**src/rtl/core/neighbor_pdr_link_estimator_core_assert.svh**
```systemverilog
// Assertion macros for the neighbour PDR link estimator core.
// Depends on nothing; taken in by the top level with an include.
`ifndef NEIGHBOR_PDR_LINK_ESTIMATOR_CORE_ASSERT_SVH
`define NEIGHBOR_PDR_LINK_ESTIMATOR_CORE_ASSERT_SVH

// The consequent must hold in the same cycle as the antecedent.
`define NPDR_ASSERT_IMPL(label, clk, rst_n, ante, cons) \
  label: assert property (@(posedge clk) disable iff (!rst_n) (ante) |-> (cons)) \
    else $error("npdr assertion failed");

// The consequent must hold in the cycle after the antecedent.
`define NPDR_ASSERT_NEXT(label, clk, rst_n, ante, cons) \
  label: assert property (@(posedge clk) disable iff (!rst_n) (ante) |=> (cons)) \
    else $error("npdr assertion failed");

`endif

```
**src/rtl/core/npdr_pkg.sv**
```systemverilog
// Shared types and constants of the neighbour PDR link estimator.
// Used by the controller, the datapath and the top level; depends on nothing.
package npdr_pkg;

  // Command codes of an input transaction.
  localparam logic [1:0] CMD_ADD    = 2'd0;
  localparam logic [1:0] CMD_CLEAR  = 2'd1;
  localparam logic [1:0] CMD_PACKET = 2'd2;

  // Status codes of a result transaction.
  localparam logic [2:0] ST_COUNTED    = 3'd0;
  localparam logic [2:0] ST_UPDATED    = 3'd1;
  localparam logic [2:0] ST_UNKNOWN    = 3'd2;
  localparam logic [2:0] ST_STALE      = 3'd3;
  localparam logic [2:0] ST_TABLE_FULL = 3'd4;
  localparam logic [2:0] ST_TABLE_DONE = 3'd5;

  // Configuration register indexes.
  localparam int CFG_IDX_W = 1;
  localparam int CFG_DATA_W = 16;
  localparam logic [CFG_IDX_W-1:0] CFG_WINDOW = 1'b0;
  localparam logic [CFG_IDX_W-1:0] CFG_ALPHA  = 1'b1;

  // Reset values of the configuration registers.
  localparam logic [15:0] WINDOW_RESET = 16'd100;
  localparam logic [8:0]  ALPHA_RESET  = 9'd128;
  localparam logic [8:0]  ALPHA_ONE    = 9'd256;

  // Percent arithmetic.
  localparam logic [6:0]  PCT_MAX   = 7'd100;
  localparam logic [15:0] CNT_SAT   = 16'hFFFF;
  localparam int          DVD_W     = 23;
  localparam int          DIV_CNT_W = 5;
  localparam logic [DIV_CNT_W-1:0] DIV_STEPS = 5'd23;

  typedef struct packed {
    logic [1:0]  command;
    logic [15:0] sender_addr;
    logic [7:0]  link_id;
    logic [15:0] sequence_number;
  } in_item_t;

  typedef struct packed {
    logic [2:0] status;
    logic [3:0] entry_index;
    logic [7:0] link_out;
    logic [6:0] pdr_value;
    logic       pdr_valid;
    logic [6:0] pdr_sample_out;
  } out_item_t;

  // One neighbour table entry as held in the table memory.
  typedef struct packed {
    logic [15:0] sender;
    logic [7:0]  link;
    logic [15:0] last_seq;
    logic [16:0] next_upd;
    logic [15:0] recv;
    logic [15:0] sent;
    logic [6:0]  smooth;
    logic [6:0]  sample;
    logic        known;
  } entry_t;

  // Commands from the controller to the datapath.
  typedef struct packed {
    logic       item_load;
    logic       ent_new;
    logic       scan_rst;
    logic       scan_issue;
    logic       ent_load;
    logic       ent_count;
    logic       div_start;
    logic       div_step;
    logic       blend;
    logic       wr_en;
    logic       cnt_inc;
    logic       cnt_clr;
    logic       res_load;
    logic       res_entry;
    logic [2:0] res_status;
  } ctrl_cmd_t;

  // Status from the datapath to the controller.
  typedef struct packed {
    logic [1:0] command;
    logic       full;
    logic       hit;
    logic       cmp_vld;
    logic       scan_more;
    logic       stale;
    logic       due;
    logic       div_done;
    logic       out_free;
  } dp_status_t;

endpackage

```
**src/rtl/core/npdr_ctrl.sv**
```systemverilog
// Controller state machine of the neighbour PDR link estimator.
// Depends on npdr_pkg; drives the datapath through ctrl_cmd_t only.
module npdr_ctrl (
  input  logic                  clk,
  input  logic                  rst_n,
  input  logic                  in_valid,
  output logic                  in_stall,
  input  npdr_pkg::dp_status_t  st,
  output npdr_pkg::ctrl_cmd_t   cmd
);
  import npdr_pkg::*;

  localparam logic [3:0] S_IDLE     = 4'd0;
  localparam logic [3:0] S_DISPATCH = 4'd1;
  localparam logic [3:0] S_SEARCH   = 4'd2;
  localparam logic [3:0] S_CHECK    = 4'd3;
  localparam logic [3:0] S_MUL      = 4'd4;
  localparam logic [3:0] S_DIV      = 4'd5;
  localparam logic [3:0] S_BLEND    = 4'd6;
  localparam logic [3:0] S_WRITE    = 4'd7;
  localparam logic [3:0] S_FINISH   = 4'd8;

  logic [3:0] state_r, state_nxt;
  logic [2:0] code_r, code_nxt;
  logic       res_entry_r, res_entry_nxt;

  // Only one transaction is in the block at a time.
  assign in_stall = (state_r != S_IDLE);

  // Next state and datapath commands.
  always_comb begin
    state_nxt     = state_r;
    code_nxt      = code_r;
    res_entry_nxt = res_entry_r;
    cmd           = '0;
    cmd.res_status = code_r;
    cmd.res_entry  = res_entry_r;
    case (state_r)
      S_IDLE: begin
        if (in_valid) begin
          cmd.item_load = 1'b1;
          state_nxt     = S_DISPATCH;
        end
      end
      S_DISPATCH: begin
        case (st.command)
          CMD_ADD: begin
            if (st.full) begin
              code_nxt      = ST_TABLE_FULL;
              res_entry_nxt = 1'b0;
              state_nxt     = S_FINISH;
            end else begin
              cmd.ent_new   = 1'b1;
              code_nxt      = ST_TABLE_DONE;
              res_entry_nxt = 1'b1;
              state_nxt     = S_WRITE;
            end
          end
          CMD_CLEAR: begin
            cmd.cnt_clr   = 1'b1;
            code_nxt      = ST_TABLE_DONE;
            res_entry_nxt = 1'b0;
            state_nxt     = S_FINISH;
          end
          CMD_PACKET: begin
            cmd.scan_rst = 1'b1;
            state_nxt    = S_SEARCH;
          end
          default: begin
            code_nxt      = ST_TABLE_DONE;
            res_entry_nxt = 1'b0;
            state_nxt     = S_FINISH;
          end
        endcase
      end
      S_SEARCH: begin
        // One table read is issued per cycle; the compare uses the registered read data.
        if (st.hit) begin
          cmd.ent_load = 1'b1;
          state_nxt    = S_CHECK;
        end else if (st.scan_more) begin
          cmd.scan_issue = 1'b1;
        end else if (!st.cmp_vld) begin
          code_nxt      = ST_UNKNOWN;
          res_entry_nxt = 1'b0;
          state_nxt     = S_FINISH;
        end
      end
      S_CHECK: begin
        res_entry_nxt = 1'b1;
        if (st.stale) begin
          code_nxt  = ST_STALE;
          state_nxt = S_FINISH;
        end else begin
          cmd.ent_count = 1'b1;
          if (st.due) begin
            code_nxt  = ST_UPDATED;
            state_nxt = S_MUL;
          end else begin
            code_nxt  = ST_COUNTED;
            state_nxt = S_WRITE;
          end
        end
      end
      S_MUL: begin
        cmd.div_start = 1'b1;
        state_nxt     = S_DIV;
      end
      S_DIV: begin
        if (st.div_done) begin
          state_nxt = S_BLEND;
        end else begin
          cmd.div_step = 1'b1;
        end
      end
      S_BLEND: begin
        cmd.blend = 1'b1;
        state_nxt = S_WRITE;
      end
      S_WRITE: begin
        cmd.wr_en   = 1'b1;
        cmd.cnt_inc = (st.command == CMD_ADD);
        state_nxt   = S_FINISH;
      end
      S_FINISH: begin
        // Wait until the output register can take the result.
        if (st.out_free) begin
          cmd.res_load = 1'b1;
          state_nxt    = S_IDLE;
        end
      end
      default: begin
        state_nxt = S_IDLE;
      end
    endcase
  end

  // State register.
  always_ff @(posedge clk) begin
    if (!rst_n) begin
      state_r     <= S_IDLE;
      code_r      <= ST_TABLE_DONE;
      res_entry_r <= 1'b0;
    end else begin
      state_r     <= state_nxt;
      code_r      <= code_nxt;
      res_entry_r <= res_entry_nxt;
    end
  end

endmodule

```
**src/rtl/core/npdr_dp.sv**
```systemverilog
// Datapath of the neighbour PDR link estimator: table memory, search,
// counters, percent divider, smoothing and the output register. Uses npdr_pkg.
module npdr_dp #(
  parameter int TABLE_DEPTH = 16
) (
  input  logic                                clk,
  input  logic                                rst_n,
  input  npdr_pkg::in_item_t                  in_item,
  input  logic                                cfg_we,
  input  logic [npdr_pkg::CFG_IDX_W-1:0]      cfg_index,
  input  logic [npdr_pkg::CFG_DATA_W-1:0]     cfg_wdata,
  input  npdr_pkg::ctrl_cmd_t                 cmd,
  output npdr_pkg::dp_status_t                st,
  output npdr_pkg::out_item_t                 out_item,
  output logic                                out_valid,
  input  logic                                out_stall
);
  import npdr_pkg::*;

  localparam int IW = (TABLE_DEPTH > 1) ? $clog2(TABLE_DEPTH) : 1;
  localparam int CW = $clog2(TABLE_DEPTH + 1);

  // Table memory, one whole entry per word.
  entry_t table_mem [TABLE_DEPTH];

  logic [15:0]          window_r;
  logic [8:0]           alpha_r;
  in_item_t             item_r;
  logic [CW-1:0]        entry_count_r;
  logic [CW-1:0]        scan_idx_r;
  logic                 cmp_vld_r;
  logic [IW-1:0]        cmp_idx_r;
  entry_t               rd_q_r;
  entry_t               ent_r, ent_nxt;
  logic [IW-1:0]        ent_idx_r;
  logic [DVD_W-1:0]     quo_r, quo_nxt;
  logic [15:0]          rem_r, rem_nxt;
  logic [15:0]          dvs_r;
  logic [DIV_CNT_W-1:0] div_cnt_r;
  out_item_t            out_item_r, out_item_nxt;
  logic                 out_valid_r;

  logic [15:0] gap;
  logic [16:0] sent_sum;
  logic [16:0] rem_sh;
  logic        rem_ge;
  logic [6:0]  smp;
  logic [8:0]  alpha_eff;
  logic [17:0] mix_sum;
  logic [9:0]  mix;
  logic [6:0]  blended;

  // Status towards the controller.
  always_comb begin
    st.command   = item_r.command;
    st.full      = (entry_count_r >= CW'(TABLE_DEPTH));
    st.hit       = cmp_vld_r && (rd_q_r.sender == item_r.sender_addr);
    st.cmp_vld   = cmp_vld_r;
    st.scan_more = (scan_idx_r < entry_count_r);
    st.stale     = (item_r.sequence_number <= ent_r.last_seq);
    st.due       = ({1'b0, item_r.sequence_number} >= ent_r.next_upd);
    st.div_done  = (div_cnt_r == '0);
    st.out_free  = !out_valid_r || !out_stall;
  end

  // Configuration registers.
  always_ff @(posedge clk) begin
    if (!rst_n) begin
      window_r <= WINDOW_RESET;
      alpha_r  <= ALPHA_RESET;
    end else if (cfg_we) begin
      case (cfg_index)
        CFG_WINDOW: window_r <= cfg_wdata;
        CFG_ALPHA:  alpha_r  <= cfg_wdata[8:0];
        default: ;
      endcase
    end
  end

  // Captured input transaction.
  always_ff @(posedge clk) begin
    if (cmd.item_load) begin
      item_r <= in_item;
    end
  end

  // Table fill count.
  always_ff @(posedge clk) begin
    if (!rst_n) begin
      entry_count_r <= '0;
    end else if (cmd.cnt_clr) begin
      entry_count_r <= '0;
    end else if (cmd.cnt_inc) begin
      entry_count_r <= entry_count_r + 1'b1;
    end
  end

  // Sequential search: the read of one entry overlaps the compare of the last.
  always_ff @(posedge clk) begin
    if (!rst_n) begin
      scan_idx_r <= '0;
      cmp_vld_r  <= 1'b0;
    end else if (cmd.scan_rst) begin
      scan_idx_r <= '0;
      cmp_vld_r  <= 1'b0;
    end else begin
      cmp_vld_r <= cmd.scan_issue;
      if (cmd.scan_issue) begin
        scan_idx_r <= scan_idx_r + 1'b1;
      end
    end
  end

  // Table memory with a registered read port.
  always_ff @(posedge clk) begin
    if (cmd.scan_issue) begin
      rd_q_r    <= table_mem[scan_idx_r[IW-1:0]];
      cmp_idx_r <= scan_idx_r[IW-1:0];
    end
    if (cmd.wr_en) begin
      table_mem[ent_idx_r] <= ent_r;
    end
  end

  // Counter update and smoothing arithmetic.
  always_comb begin
    gap      = item_r.sequence_number - ent_r.last_seq;
    sent_sum = {1'b0, ent_r.sent} + {1'b0, gap};
    smp      = (quo_r > DVD_W'(PCT_MAX)) ? PCT_MAX : quo_r[6:0];
    alpha_eff = (alpha_r > ALPHA_ONE) ? ALPHA_ONE : alpha_r;
    mix_sum  = 18'(alpha_eff) * 18'(ent_r.smooth)
             + 18'(ALPHA_ONE - alpha_eff) * 18'(smp);
    mix      = mix_sum[17:8];
    if (!ent_r.known) begin
      blended = smp;
    end else if (mix > 10'(PCT_MAX)) begin
      blended = PCT_MAX;
    end else begin
      blended = mix[6:0];
    end
  end

  // Working copy of the entry being handled.
  always_comb begin
    ent_nxt = ent_r;
    if (cmd.ent_new) begin
      ent_nxt.sender   = item_r.sender_addr;
      ent_nxt.link     = item_r.link_id;
      ent_nxt.last_seq = '0;
      ent_nxt.next_upd = {1'b0, window_r};
      ent_nxt.recv     = '0;
      ent_nxt.sent     = '0;
      ent_nxt.smooth   = '0;
      ent_nxt.sample   = '0;
      ent_nxt.known    = 1'b0;
    end else if (cmd.ent_load) begin
      ent_nxt = rd_q_r;
    end else if (cmd.ent_count) begin
      ent_nxt.sent     = sent_sum[16] ? CNT_SAT : sent_sum[15:0];
      ent_nxt.recv     = (ent_r.recv == CNT_SAT) ? CNT_SAT : ent_r.recv + 16'd1;
      ent_nxt.last_seq = item_r.sequence_number;
    end else if (cmd.blend) begin
      ent_nxt.sample   = smp;
      ent_nxt.smooth   = blended;
      ent_nxt.known    = 1'b1;
      ent_nxt.sent     = '0;
      ent_nxt.recv     = '0;
      ent_nxt.next_upd = {1'b0, item_r.sequence_number} + {1'b0, window_r};
    end
  end

  always_ff @(posedge clk) begin
    ent_r <= ent_nxt;
    if (cmd.ent_new) begin
      ent_idx_r <= entry_count_r[IW-1:0];
    end else if (cmd.ent_load) begin
      ent_idx_r <= cmp_idx_r;
    end
  end

  // Restoring divider, one quotient bit per cycle.
  always_comb begin
    rem_sh  = {rem_r, quo_r[DVD_W-1]};
    rem_ge  = (rem_sh >= {1'b0, dvs_r});
    rem_nxt = rem_ge ? 16'(rem_sh - {1'b0, dvs_r}) : rem_sh[15:0];
    quo_nxt = {quo_r[DVD_W-2:0], rem_ge};
  end

  always_ff @(posedge clk) begin
    if (!rst_n) begin
      div_cnt_r <= '0;
    end else if (cmd.div_start) begin
      div_cnt_r <= DIV_STEPS;
    end else if (cmd.div_step) begin
      div_cnt_r <= div_cnt_r - 1'b1;
    end
  end

  always_ff @(posedge clk) begin
    if (cmd.div_start) begin
      quo_r <= DVD_W'(ent_r.recv) * DVD_W'(PCT_MAX);
      rem_r <= '0;
      dvs_r <= (ent_r.sent == '0) ? 16'd1 : ent_r.sent;
    end else if (cmd.div_step) begin
      quo_r <= quo_nxt;
      rem_r <= rem_nxt;
    end
  end

  // Result fields.
  always_comb begin
    out_item_nxt        = '0;
    out_item_nxt.status = cmd.res_status;
    if (cmd.res_entry) begin
      out_item_nxt.entry_index    = 4'(ent_idx_r);
      out_item_nxt.link_out       = ent_r.link;
      out_item_nxt.pdr_value      = ent_r.known ? ent_r.smooth : 7'd0;
      out_item_nxt.pdr_valid      = ent_r.known;
      out_item_nxt.pdr_sample_out = ent_r.sample;
    end
  end

  // Output register.
  always_ff @(posedge clk) begin
    if (!rst_n) begin
      out_valid_r <= 1'b0;
    end else if (cmd.res_load) begin
      out_valid_r <= 1'b1;
    end else if (!out_stall) begin
      out_valid_r <= 1'b0;
    end
  end

  always_ff @(posedge clk) begin
    if (cmd.res_load) begin
      out_item_r <= out_item_nxt;
    end
  end

  assign out_item  = out_item_r;
  assign out_valid = out_valid_r;

endmodule

```
**src/rtl/core/neighbor_pdr_link_estimator_core.sv**
```systemverilog
// Top level of the neighbour PDR estimator; uses npdr_pkg, npdr_ctrl, npdr_dp and the macros.
// Clear, unused and full-table adds go straight to the result, and an add writes a new entry.
// A packet searches the table (one table read a cycle); a stale match stops there, a fresh one
// is counted and, when due, updates the PDR through the 23-step percent divider; an unknown
// sender ends the search. One transaction is taken at a time, held back further by output
// stalls. Sync reset: empty table, window 100, weight 128.
module neighbor_pdr_link_estimator_core #(
  parameter int TABLE_DEPTH = 16
) (
  input  logic                            clk,
  input  logic                            rst_n,
  input  logic                            in_valid,
  output logic                            in_stall,
  input  npdr_pkg::in_item_t              in_item,
  output logic                            out_valid,
  input  logic                            out_stall,
  output npdr_pkg::out_item_t             out_item,
  input  logic                            cfg_we,
  input  logic [npdr_pkg::CFG_IDX_W-1:0]  cfg_index,
  input  logic [npdr_pkg::CFG_DATA_W-1:0] cfg_wdata
);
  import npdr_pkg::*;

  `include "neighbor_pdr_link_estimator_core_assert.svh"

  ctrl_cmd_t  cmd_w;
  dp_status_t st_w;

  // Controller.
  npdr_ctrl u_ctrl (
    .clk      (clk),
    .rst_n    (rst_n),
    .in_valid (in_valid),
    .in_stall (in_stall),
    .st       (st_w),
    .cmd      (cmd_w)
  );

  // Datapath.
  npdr_dp #(
    .TABLE_DEPTH (TABLE_DEPTH)
  ) u_dp (
    .clk       (clk),
    .rst_n     (rst_n),
    .in_item   (in_item),
    .cfg_we    (cfg_we),
    .cfg_index (cfg_index),
    .cfg_wdata (cfg_wdata),
    .cmd       (cmd_w),
    .st        (st_w),
    .out_item  (out_item),
    .out_valid (out_valid),
    .out_stall (out_stall)
  );

  // A result never overwrites one that is still being held.
  `NPDR_ASSERT_IMPL(a_res_slot_free, clk, rst_n, cmd_w.res_load, st_w.out_free)
  // The table never grows past its depth.
  `NPDR_ASSERT_IMPL(a_no_overfill, clk, rst_n, cmd_w.cnt_inc, !st_w.full)
  // The divider is never stepped beyond its last quotient bit.
  `NPDR_ASSERT_IMPL(a_div_bounded, clk, rst_n, cmd_w.div_step, !st_w.div_done)
  // After a transaction is taken the block is busy with it.
  `NPDR_ASSERT_NEXT(a_busy_after_accept, clk, rst_n, in_valid && !in_stall, in_stall)

endmodule
```
**config.mk**
```make
export PLATFORM = sky130hd
export DESIGN_NAME = neighbor_pdr_link_estimator_core
export DESIGN_NICKNAME = d
export VERILOG_FILES = /design/src/rtl/core/npdr_pkg.sv /design/src/rtl/core/npdr_ctrl.sv /design/src/rtl/core/npdr_dp.sv /design/src/rtl/core/neighbor_pdr_link_estimator_core.sv
export VERILOG_INCLUDE_DIRS = /design/src /design/src/rtl/core
export SDC_FILE = /design/constraint.sdc
export NUM_CORES = 2
export LEC_CHECK = 0
export ABC_AREA = 1
export ABC_CLOCK_PERIOD_IN_PS = 9850
export BUFFER_PORTS_ARGS = -buffer_cell sky130_fd_sc_hd__buf_2
export CAP_MARGIN = 30
export CORE_ASPECT_RATIO = 0.5
export CORE_UTILIZATION = 45
export CTS_BUF_LIST = sky130_fd_sc_hd__clkbuf_4 sky130_fd_sc_hd__clkbuf_8 sky130_fd_sc_hd__clkbuf_16
export DETAILED_ROUTE_END_ITERATION = 8
export PLACE_DENSITY = 0.68
export SETUP_SLACK_MARGIN = 0.4
export SKIP_LAST_GASP = 1
export SYNTH_ARGS = -nofsm -noshare
export SYNTH_HDL_FRONTEND = slang
export SYNTH_SLANG_ARGS = --single-unit
```
**constraint.sdc**
```tcl
create_clock -name clk -period 9.85 [get_ports clk]
set_input_delay 0.985 -clock clk [delete_from_list [all_inputs] [get_ports clk]]
set_output_delay 0.985 -clock clk [all_outputs]
set_load 0.02 [all_outputs]
```
==> Implementation_results.wiki <==
{| class="wikitable"
! Metric !! Value
|-
| Result of the run || complete, but fails checks
|-
| Violated checks || design-rule violations
|-
| Hold violation total from the final report || 0
|-
| Power Density || about 230 mW/mm^2
|-
| Number of enable-type register cells in the synthesized netlist || roughly 1900
|-
| Headroom to the max-slew limit || roughly 28%
|-
| Area of the multi-input gates || 0.0256 mm^2
|-
| Final global-route overflow total || 0
|-
| Y dimension of the die || 317 um
|-
| Share of flip-flops with an asynchronous set or reset after synthesis || 0%
|-
| Post-synthesis average cell area || 12.5 um^2
|-
| Largest cells by area after synthesis || edfxtp_1, nor2_1, o21ai_0
|-
| Clock skew || between 0.05 and 0.06 ns
|-
| Effective utilization at floorplan || 45.3%
|-
| Number of buffers inserted to repair setup after CTS || 0
|-
| Post-Synth Adder-Cell Area || under 10%
|-
| Die Footprint || ~0.2 mm^2
|-
| Startpoint of the worst-slack reg-to-reg timing path || u_dp.alpha_r[8]
|-
| Sequential-to-total area share from yosys stat || between 60% and 70%
|-
| Worst IR drop on VDD || ~270 uV
|-
| Placement-stage cell area || 0.0927 mm^2
|-
| Number of cells traversed by the worst register-to-register path || 31
|-
| Worst setup margin || between 2 and 2.5 ns
|-
| Proportion of layout cells with a drive suffix above 1 || 7.99%
|-
| Global routing met3 resource utilization || about 3.7%
|-
| Post-layout nets || 7548
|-
| Fraction of the mapped netlist area in simple logic gates || approximately 10%
|-
| Post-detailed-route count of antenna-violating nets || 0
|-
| Worst reg2reg path endpoint || u_dp.ent_r[13]
|-
| Critical Path Sink Type || register
|-
| CP max FO || 11
|-
| Met1 track demand over resource || roughly 33%
|-
| Number of DRC markers in iteration 0 || 6758
|-
| Latest clock arrival within the worst-skew pair || between 0.8 and 0.9 ns
|-
| CTS tree || built
|-
| DIE WIDTH || ~630 um
|-
| Hold path endpoint || u_dp.item_r[4]
|-
| Vias after detailed routing || around 58000
|-
| Syn-to-layout area delta || 10.9%
|-
| Fraction of the mapped netlist area in compound gates || about 9.7%
|-
| Initial antenna violation count || 5
|-
| Buffers added on ports || 95
|-
| Number of synthesized register bits || 2057
|-
| Gr busiest metal || met2
|-
| Count of instances resized after the clock tree is built || 0
|-
| R2r setup slk || around 2.5 ns
|-
| Post-detailed-route via-to-cell ratio || 5.79
|-
| Sequential standard cell area || 0.0605 mm^2
|-
| Max capacitance violation total || 0
|-
| Routability cong. || between 0.9 and 1
|-
| Synth Cell Area || 0.0892 mm^2
|-
| Critical path origin || u_dp.alpha_r[8]
|-
| Maximum count of clock buffers along a single path || 4
|-
| RSZ-0062 raised after global routing || false
|-
| Maximum clock frequency || approximately 0.14 GHz
|-
| Core Region || 0.197 mm^2
|-
| CTS Buf Count || roughly 190
|-
| Worst hold path depth || 1
|-
| Number of top-level design ports || 96
|-
| Highest cell delay on the worst timing path || between 0.5 and 0.6 ns
|-
| CP required || 10.52 ns
|-
| Dominant combinational cell family by area after synthesis || simple AND/OR/NAND/NOR gates
|-
| Pre-CTS setup slack || about 2.6 ns
|-
| Clock root buffer || clkbuf_16
|-
| Final count of negative-setup-slack endpoints || 0
|-
| Distinct cell type count after synthesis || 68
|-
| Slowest-stage cell, CP || xor2_1
|-
| Count of yosys warnings during synthesis || 0
|-
| Final clock period utilization by the worst path || between 70% and 80%
|-
| Classification of the worst setup path || reg -> reg
|-
| Met2 GRT Util || approximately 37%
|-
| Detailed Routing Iterations Pass 1 || 8
|-
| Design Area, Final || 0.0990 mm^2
|-
| Synth Area in XOR/XNOR || less than 1%
|-
| Gate count after technology mapping || roughly 7100
|-
| Leakage power || between 0.03 and 0.04 uW
|-
| Pin count of the biggest net entering global routing || between 200 and 250
|-
| Tot Pwr || between 20000 and 25000 uW
|-
| Min-Delay Startpoint || in_item[4]
|-
| Hold-fix buffer count after cts || 0
|-
| Via count of the first global-routing pass || 54400
|-
| Dominant cell by count in the synthesized netlist || edfxtp_1
|-
| Critical Path AT || a little over 8 ns
|-
| Sink count of the clock tree || roughly 2000
|-
| Clock slew at the register clock pins of the worst setup and hold paths || roughly 0.070 ns
|-
| Commonest cells in the synthesized netlist || edfxtp_1, nor2_1, nand2_1
|-
| Share of Yosys cell area claimed by the top area cell type || between 60 and 70%
|-
| Cell type contributing the most total cell area after synthesis || edfxtp_1
|-
| Total Routing Usage GR || 23.2%
|-
| Hold Crit Class || in -> reg
|-
| Wire length of the first global-routing pass || about 350000 um
|-
| Fill count || between 15000 and 20000
|-
| Clock period minus worst slack || ~7.4 ns
|-
| Count of pins over their slew limit || 0
|-
| Cell Rows || 115
|-
| H-tree depth || 4
|-
| DRC viols || 4
|-
| Aggregate routed wire length || about 240000 um
|-
| Drt wl/cell || roughly 24 um
|-
| Top_reg_cell synth || edfxtp_1
|-
| Critical Path Start Type || register
|-
| Total Negative Setup Slacks || 0 ns
|-
| Slew at the pin closest to its max-slew limit || roughly 1.1 ns
|-
| HPWL after detailed placement || around 130000 um
|-
| Fraction of synthesized area in multiplexers || roughly 1.9%
|}
## power breakdown
group / total (uW) / internal, uW / switching [uW]
registers: 10800 / 10200 / 597
logic: 4240 / 1530 / 2710
clock network: 7390 / 4200 / 3190
total: 22400 / 15900 / 6500
## worst max-delay path by stage
stage | to | slack (ns) | cells past startpoint
after detailed placement | u_dp.ent_r[14] | 2.57 | 31
after CTS | u_dp.ent_r[13] | 2.53 | 31
final | u_dp.ent_r[13] | 2.47 | 31
after global routing | u_dp.ent_r[10] | 1.88 | 32
after global placement | u_dp.ent_r[13] | 2.53 | 31
after floorplan | u_dp.ent_r[13] | 3.60 | 37
## metal layers
layer | part of all wire, % | routed length [um]
met2 | 46 | 108000
met5 | 0.036 | 85
met1 | 43 | 101000
met3 | 8.8 | 20800
met4 | 2.9 | 6810
## flip-flops by register name (all words and copies together), names as in the netlist, 3 cells and up
register / cells
u_dp.table_mem: 1664
u_dp.ent_r: 104
u_dp.rd_q_r: 104
u_dp.item_r: 40
u_dp.out_item: 30
u_dp.quo_r: 23
u_dp.dvs_r: 16
u_dp.rem_r: 16
u_dp.window_r: 16
u_dp.alpha_r: 9
u_dp.div_cnt_r: 5
u_dp.entry_count_r: 5
u_dp.scan_idx_r: 5
u_ctrl.state_r: 4
u_dp.cmp_idx_r: 4
u_dp.ent_idx_r: 4
u_ctrl.code_r: 3
## final cells by class
cell class	count	area share [%]
repair buffers	199	1.71
well taps	2632	3.33
flip-flops and latches	2057	61.1
multi-input cells	4231	25.8
diodes	1	0.00253
clock inverters	103	0.994
inverters	481	1.86
clock buffers	234	5.19
## worst max-delay path: cells and delay by family (launching register included)
family                   cells  cell delay (ns)
buffers and inverters        7             0.87
adder cells (fa/ha/maj)      7             2.97
AND/OR/NAND/NOR             12             1.75
XOR/XNOR                     1             0.55
flip-flops                   1             0.50
AO/OA/AOI/OAI                4             0.58
## cells in the final DEF (no fill, tap or decap), drive strengths merged, types with 7 or more instances in the layout
cell type / instances
edfxtp: 1925
nor2: 1155
nand2: 779
o21ai: 637
inv: 483
nand3: 249
o32ai: 243
clkbuf: 234
buf: 199
ha: 195
o221ai: 175
mux2i: 173
a21oi: 152
dfxtp: 132
fa: 130
clkinv: 80
xor2: 54
nor3: 53
o211ai: 42
a31oi: 35
xnor2: 24
nand4: 22
conb: 20
bufinv: 19
o22ai: 16
or2: 13
nor4: 10
a211oi: 7
## kinds of logic after synthesis
logic type,count (synthesis)
and+or+nand+nor,2286
xor gates and xnor gates,78
other,2
buffers and inverters,875
adders and majority gates,325
DFF,2057
muxes,173
AOI/OAI and AO/OA,1349
## stage by stage
| step | hold WS [ns] | cells | utilization (%) |
|---|---|---|---|
| detailed placement | 0.435 | 9595 | 47.1 |
| global route | 0.285 | 9937 | 50.3 |
| CTS | 0.267 | 9932 | 50.2 |
| floorplan | 0.403 | 7163 | - |
| global placement | 0.426 | 9580 | 46.9 |
| finish | 0.315 | 9938 | 50.3 |
(Power assumes the default switching activity.)
